`config.mk`:
```
export PLATFORM = sky130hd
export DESIGN_NAME = shnp_ctrl
export DESIGN_NICKNAME = d
export VERILOG_FILES = /design/src/rtl/shnp_pkg.sv /design/src/rtl/shnp_ctrl.sv
export SDC_FILE = /design/constraint.sdc
export NUM_CORES = 1
export LEC_CHECK = 0
export ABC_CLOCK_PERIOD_IN_PS = 3140
export BUFFER_PORTS_ARGS = -buffer_cell sky130_fd_sc_hd__buf_4
export CORE_ASPECT_RATIO = 0.75
export CORE_MARGIN = 5
export CORE_UTILIZATION = 52
export CTS_CLUSTER_DIAMETER = 100
export DETAILED_ROUTE_END_ITERATION = 7
export GPL_TIMING_DRIVEN = 0
export PLACE_DENSITY = 0.85
export SLEW_MARGIN = 15
export SYNTH_ARGS = -nofsm -noshare
export SYNTH_HDL_FRONTEND = slang
export SYNTH_SLANG_ARGS = --single-unit
```
`constraint.sdc`:
```
create_clock -name clk -period 3.14 [get_ports clk]
set_input_delay 0.471 -clock clk [delete_from_list [all_inputs] [get_ports clk]]
set_output_delay 0.471 -clock clk [all_outputs]
set_load 0.03 [all_outputs]
```
`src/rtl/shnp_pkg.sv`:
```
package shnp_pkg;

  localparam int MAX_PARTICLES = 4096;
  localparam int IDX_W         = $clog2(MAX_PARTICLES);
  localparam int PTR_W         = IDX_W + 1;
  localparam int GRID_BITS     = 6;
  localparam int GRID_ROOT     = 1 << GRID_BITS;
  localparam int CELL_W        = 3 * GRID_BITS;
  localparam int CELLS         = 1 << CELL_W;
  localparam int MAX_PAIRS     = 64;
  localparam int PAIR_CNT_W    = $clog2(MAX_PAIRS + 1);
  localparam int POS_W         = 24;
  localparam int CFG_W         = 23;
  localparam int CFG_IDX_W     = 1;
  localparam int Q_W           = 26;
  localparam int R2_W          = 2 * CFG_W;
  localparam int PROD_W        = 2 * (POS_W + 1);
  localparam int ACC_W         = PROD_W + 2;

  localparam logic [PTR_W-1:0] NIL = '1;

  localparam logic [1:0] OP_BEGIN  = 2'd0;
  localparam logic [1:0] OP_INSERT = 2'd1;
  localparam logic [1:0] OP_QUERY  = 2'd2;

  localparam logic [CFG_IDX_W-1:0] REG_CELL_SIZE = 1'd0;
  localparam logic [CFG_IDX_W-1:0] REG_RADIUS    = 1'd1;

  typedef enum logic [1:0] {DIV_POS, DIV_LO, DIV_HI} div_mode_t;
  typedef enum logic [2:0] {EMIT_NONE, EMIT_MID, EMIT_LAST, EMIT_TRUNC, EMIT_EMPTY} emit_t;

  typedef struct packed {
    logic      clr_start;
    logic      clr_step;
    logic      take_in;
    logic      div_start;
    div_mode_t div_mode;
    logic [1:0] axis;
    logic      box_init;
    logic      box_step;
    logic      ins_link;
    logic      ins_fin;
    logic      rd_key;
    logic      load_p;
    logic      load_head;
    logic      load_next;
    logic      sq;
    logic      acc_clr;
    logic      acc_add;
    logic      hit_take;
    emit_t     emit;
  } cmd_t;

  typedef struct packed {
    logic clr_last;
    logic div_done;
    logic ins_ok;
    logic key_known;
    logic box_last;
    logic other_nil;
    logic other_gt;
    logic hit;
    logic n_full;
    logic pend_v;
    logic out_free;
  } status_t;

endpackage

```
`src/rtl/shnp_ctrl.sv`:
```
module shnp_ctrl import shnp_pkg::*; (
  input  logic       clk,
  input  logic       rst,
  input  logic       in_valid,
  input  logic [1:0] in_op,
  output logic       in_ready,
  input  status_t    st,
  output cmd_t       cmd
);
  typedef enum logic [4:0] {
    S_CLEAR, S_IDLE,
    S_I_CHK, S_I_DIV, S_I_DWAIT, S_I_BOX, S_I_RD, S_I_LINK, S_I_FIN,
    S_Q_RD, S_Q_LOAD, S_Q_DIV, S_Q_DWAIT, S_Q_BOX, S_Q_CELL, S_Q_HEAD,
    S_Q_WAIT, S_Q_WALK, S_Q_SQX, S_Q_SQY, S_Q_SQZ, S_Q_ACC, S_Q_TEST, S_Q_END
  } state_t;

  state_t     state, state_next;
  logic [1:0] axis, axis_next;
  logic       upper, upper_next;

  always_ff @(posedge clk) begin
    if (rst) begin
      state <= S_CLEAR;
      axis  <= '0;
      upper <= 1'b0;
    end else begin
      state <= state_next;
      axis  <= axis_next;
      upper <= upper_next;
    end
  end

  always_comb begin
    state_next   = state;
    axis_next    = axis;
    upper_next   = upper;
    cmd          = '0;
    cmd.axis     = axis;
    cmd.div_mode = DIV_POS;
    cmd.emit     = EMIT_NONE;
    in_ready     = 1'b0;
    case (state)
      S_CLEAR: begin
        cmd.clr_step = 1'b1;
        if (st.clr_last) state_next = S_IDLE;
      end
      S_IDLE: begin
        in_ready = 1'b1;
        if (in_valid) begin
          cmd.take_in = 1'b1;
          case (in_op)
            OP_BEGIN: begin
              cmd.clr_start = 1'b1;
              state_next    = S_CLEAR;
            end
            OP_INSERT: state_next = S_I_CHK;
            OP_QUERY:  state_next = S_Q_RD;
            default:   state_next = S_IDLE;
          endcase
        end
      end
      S_I_CHK: begin
        axis_next  = '0;
        state_next = st.ins_ok ? S_I_DIV : S_IDLE;
      end
      S_I_DIV: begin
        cmd.div_start = 1'b1;
        state_next    = S_I_DWAIT;
      end
      S_I_DWAIT: begin
        if (st.div_done) begin
          if (axis == 2'd2) begin
            state_next = S_I_BOX;
          end else begin
            axis_next  = axis + 2'd1;
            state_next = S_I_DIV;
          end
        end
      end
      S_I_BOX: begin
        cmd.box_init = 1'b1;
        state_next   = S_I_RD;
      end
      S_I_RD:  state_next = S_I_LINK;
      S_I_LINK: begin
        cmd.ins_link = 1'b1;
        state_next   = S_I_FIN;
      end
      S_I_FIN: begin
        cmd.ins_fin = 1'b1;
        state_next  = S_IDLE;
      end
      S_Q_RD: begin
        cmd.rd_key = 1'b1;
        state_next = S_Q_LOAD;
      end
      S_Q_LOAD: begin
        cmd.rd_key = 1'b1;
        cmd.load_p = 1'b1;
        axis_next  = '0;
        upper_next = 1'b0;
        state_next = st.key_known ? S_Q_DIV : S_Q_END;
      end
      S_Q_DIV: begin
        cmd.div_start = 1'b1;
        cmd.div_mode  = upper ? DIV_HI : DIV_LO;
        state_next    = S_Q_DWAIT;
      end
      S_Q_DWAIT: begin
        cmd.div_mode = upper ? DIV_HI : DIV_LO;
        if (st.div_done) begin
          if (!upper) begin
            upper_next = 1'b1;
            state_next = S_Q_DIV;
          end else if (axis == 2'd2) begin
            state_next = S_Q_BOX;
          end else begin
            upper_next = 1'b0;
            axis_next  = axis + 2'd1;
            state_next = S_Q_DIV;
          end
        end
      end
      S_Q_BOX: begin
        cmd.box_init = 1'b1;
        state_next   = S_Q_CELL;
      end
      S_Q_CELL: state_next = S_Q_HEAD;
      S_Q_HEAD: begin
        cmd.load_head = 1'b1;
        state_next    = S_Q_WAIT;
      end
      // next and position reads of the new list entry are issued here
      S_Q_WAIT: state_next = S_Q_WALK;
      S_Q_WALK: begin
        if (st.other_nil) begin
          if (st.box_last) begin
            state_next = S_Q_END;
          end else begin
            cmd.box_step = 1'b1;
            state_next   = S_Q_CELL;
          end
        end else if (st.other_gt) begin
          state_next = S_Q_SQX;
        end else begin
          cmd.load_next = 1'b1;
          state_next    = S_Q_WAIT;
        end
      end
      S_Q_SQX: begin
        cmd.sq     = 1'b1;
        cmd.axis   = 2'd0;
        state_next = S_Q_SQY;
      end
      S_Q_SQY: begin
        cmd.sq      = 1'b1;
        cmd.axis    = 2'd1;
        cmd.acc_clr = 1'b1;
        state_next  = S_Q_SQZ;
      end
      S_Q_SQZ: begin
        cmd.sq      = 1'b1;
        cmd.axis    = 2'd2;
        cmd.acc_add = 1'b1;
        state_next  = S_Q_ACC;
      end
      S_Q_ACC: begin
        cmd.acc_add = 1'b1;
        state_next  = S_Q_TEST;
      end
      S_Q_TEST: begin
        if (!st.hit) begin
          cmd.load_next = 1'b1;
          state_next    = S_Q_WAIT;
        end else if (st.n_full) begin
          if (st.out_free) begin
            cmd.emit   = EMIT_TRUNC;
            state_next = S_IDLE;
          end
        end else if (!st.pend_v || st.out_free) begin
          // the held pair goes out once a later one proves it is not last
          if (st.pend_v) cmd.emit = EMIT_MID;
          cmd.hit_take  = 1'b1;
          cmd.load_next = 1'b1;
          state_next    = S_Q_WAIT;
        end
      end
      S_Q_END: begin
        if (st.out_free) begin
          cmd.emit   = st.pend_v ? EMIT_LAST : EMIT_EMPTY;
          state_next = S_IDLE;
        end
      end
      default: state_next = S_IDLE;
    endcase
  end
endmodule

```
==> impl_metrics.json <==
{
  "status": "completed",
  "drt_iter0_markers": 114,
  "p_total_uw": 429,
  "wl_per_cell_um": 16.5,
  "rows": 13,
  "timing.final.crit_share": 0.816,
  "path_clk_slew_ns": 0.06,
  "rrSetupSlack_ns": 1.25,
  "gr-total-overflow": 0,
  "final_nets": 209,
  "cp-end-kind": "output pin",
  "rr_startpoint": "state[1]$_SDFFE_PP0P_",
  "timing.final.setup_violations": 0,
  "power_frac_comb": 0.542,
  "skew_ns": 0.00685,
  "period_minus_slack_ns": 2.56,
  "port_buffers": 38,
  "p_leak_uw": 0.000559,
  "startpoint_type": "flip-flop",
  "cts_tree": "built",
  "fp.coreArea_um2": 1770,
  "io_pins": 40,
  "holdWs_ns": 0.466,
  "grt_use_total": 0.263,
  "grt_max_degree": 11,
  "cts.sinks": 8,
  "p_switching_uw": 187,
  "grt_pass1_wl_um": 5640,
  "min_to": "axis[0]$_SDFFE_PP0P_",
  "post_synth.cell_area_avg_um2": 6.63,
  "syn-num-nets": 166,
  "dieHeight_um": 47.8,
  "relSlewSlack": 0.666,
  "ys.flop_type": "dfxtp_1",
  "grt_pass1_vias": 1241,
  "pwr_density_cell_nw_per_um2": 324,
  "p_clk_frac": 0.188,
  "reg2reg_to": "state[3]$_SDFFE_PP0P_",
  "synthToLayoutAreaGrowth_pct": 33.9,
  "diodes": 0,
  "holdBufCountCts": 0,
  "drc_errors": 0,
  "crit_path_cell_trace": "buf_2 > nand2_1 > nor3b_1 > and3_1 > a31oi_1 > nor2b_1 > buf_4",
  "critPathKind": "reg -> out",
  "antenna_found_initial": 0,
  "die_area_um2": 2880,
  "reg2reg_depth": 6,
  "num_vias": 1357,
  "drive_gt1_frac": 0.274,
  "place_hpwl_um": 2670,
  "fmaxAchievable_mhz": 390,
  "synth_cell_types": 47,
  "cts_buffer_depth": 2,
  "cp_data_required_time_ns": 2.67,
  "mostFrequentLayoutCells": "38 x buf_4, 18 x nor2_1, 14 x nand2_1",
  "insertion_delay_ns": 0.26,
  "critPathArrivalTime_ns": 2.09,
  "ir_drop_uv": 204,
  "slew_viol_final": 0,
  "netSwitchingFraction": 0.435,
  "internal_power_uw": 243,
  "critical_path.max_fanout": 10,
  "root_buffer": "clkbuf_4",
  "async_flop_share": 0,
  "seqPwrFrac": 0.270,
  "cp_slowest_cell": "nor3b_1",
  "synthCells": 149,
  "hold_path_class": "reg -> reg",
  "worstHoldStart": "axis[0]$_SDFFE_PP0P_",
  "ys_seq_elements": 8,
  "syn_area_um2": 988,
  "cpPeakStageDelay_ns": 0.46,
  "tns_ns": 0,
  "synth_edf_count": 0,
  "worst_pin_slew_ns": 0.500,
  "gp_congestion": 1.01,
  "post_cts_buffers": 0,
  "dr.pass1.iters": 5,
  "drtAntennaViolNets": 0,
  "min_path_cells": 2,
  "htree_levels": 1,
  "max_cap_viol_count": 0,
  "chipWidth_um": 60.3,
  "viasPerCell": 6.40,
  "ys_warn_count": 0,
  "layout_commonest_cell": "buf_4",
  "cts-resized-gates": 0,
  "initial_core_util": 0.558,
  "rsz0062_at_grt": "no",
  "numCtsBuffers": 3,
  "seq_area_frac_synth": 0.162,
  "totalWireLength_um": 3490,
  "hold_violations": 0
}
registers in the layout, summed over array words and instances, names as in the netlist:
register	count
state	5
axis	2
upper	1
worst max-delay path, delay by kind of cell (launching register included):
kind	cells	cell delay (ns)
DFF	1	0.44
and+or+nand+nor	4	0.93
buffers and inverters	2	0.42
AOI/OAI and AO/OA	1	0.04
power by group through the flow:
stage                     Sequential (uW)  Combinational (uW)  Clock (uW)
after floorplan                       116                 155           0
after global placement                117                 223           0
after detailed placement              118                 226           0
after CTS                             116                 228        81.8
after global routing                  117                 252        87.6
final                                 116                 233        80.6
synth_stat cells (2+ instances only):
master / number / area share
a211o_1: 2 / 0.018
or3_1: 3 / 0.019
o22ai_1: 2 / 0.013
nor2b_1: 4 / 0.025
buf_1: 3 / 0.011
nand3_1: 3 / 0.015
nor3_1: 9 / 0.046
nand2_1: 14 / 0.053
dfxtp_1: 8 / 0.16
a211oi_1: 3 / 0.023
nand2b_1: 6 / 0.038
and2_1: 2 / 0.013
o21ai_0: 10 / 0.051
or3b_1: 3 / 0.027
nor3b_1: 3 / 0.023
a31oi_1: 3 / 0.019
nand3b_1: 2 / 0.015
nor2_1: 18 / 0.068
a32oi_1: 2 / 0.018
inv_1: 6 / 0.023
buf_2: 5 / 0.025
clkbuf_1: 2 / 0.0076
or4_1: 3 / 0.023
a21oi_1: 10 / 0.051
how the worst max path moves through the flow:
stage / startpoint / end / slack, ns / cells past startpoint
6_report: state[1]$_SDFFE_PP0P_ / cmd[1] / 0.58 / 7
5_1_grt: state[1]$_SDFFE_PP0P_ / cmd[1] / 0.40 / 7
4_1_cts: state[1]$_SDFFE_PP0P_ / cmd[1] / 0.60 / 7
3_5_place_dp: state[1]$_SDFFE_PP0P_ / cmd[1] / 0.88 / 7
3_3_place_gp: state[1]$_SDFFE_PP0P_ / cmd[1] / 0.95 / 7
2_1_floorplan: state[4]$_SDFFE_PP0P_ / cmd[22] / 0.23 / 5
cell type report:
type / instances / area, um^2
well taps: 22 / 27.5
plain buffers: 11 / 55.1
clock buffers: 3 / 22.5
multi-input cells: 123 / 747
inverters: 7 / 26.3
flip-flops and latches: 8 / 160
repair buffers: 38 / 285
fillers: 155 / 449
layer usage:
| layer | GRT usage | wire (um) | vias to the layer above | part of all wire |
|---|---|---|---|---|
| li1 | - | - | 636 | - |
| met1 | 0.360 | 1450 | 623 | 0.42 |
| met2 | 0.401 | 1590 | 90 | 0.45 |
| met3 | 0.0836 | 419 | 8 | 0.12 |
| met4 | 0.0664 | 34 | 0 | 0.0097 |
| met5 | 0 | 0 | - | 0 |
cell families (layout without fill, tap and decap cells):
logic type,count (synthesis),count (layout),share of synthesized area
and+or+nand+nor,78,78,0.437
AOI/OAI and AO/OA,44,44,0.306
buffers and inverters,18,59,0.0823
DFF,8,8,0.162
adders and majority gates,1,1,0.0127
metrics by stage:
step	instance area, um^2	setup slack [ns]	utilization	cells
4_1_cts	1320	0.596	0.747	212
5_1_grt	1320	0.400	0.747	212
6_report	1320	0.577	0.747	212
3_3_place_gp	1300	0.950	0.734	209
3_5_place_dp	1300	0.877	0.734	209
2_1_floorplan	988	0.230	-	149
(Power assumes the default switching activity.)
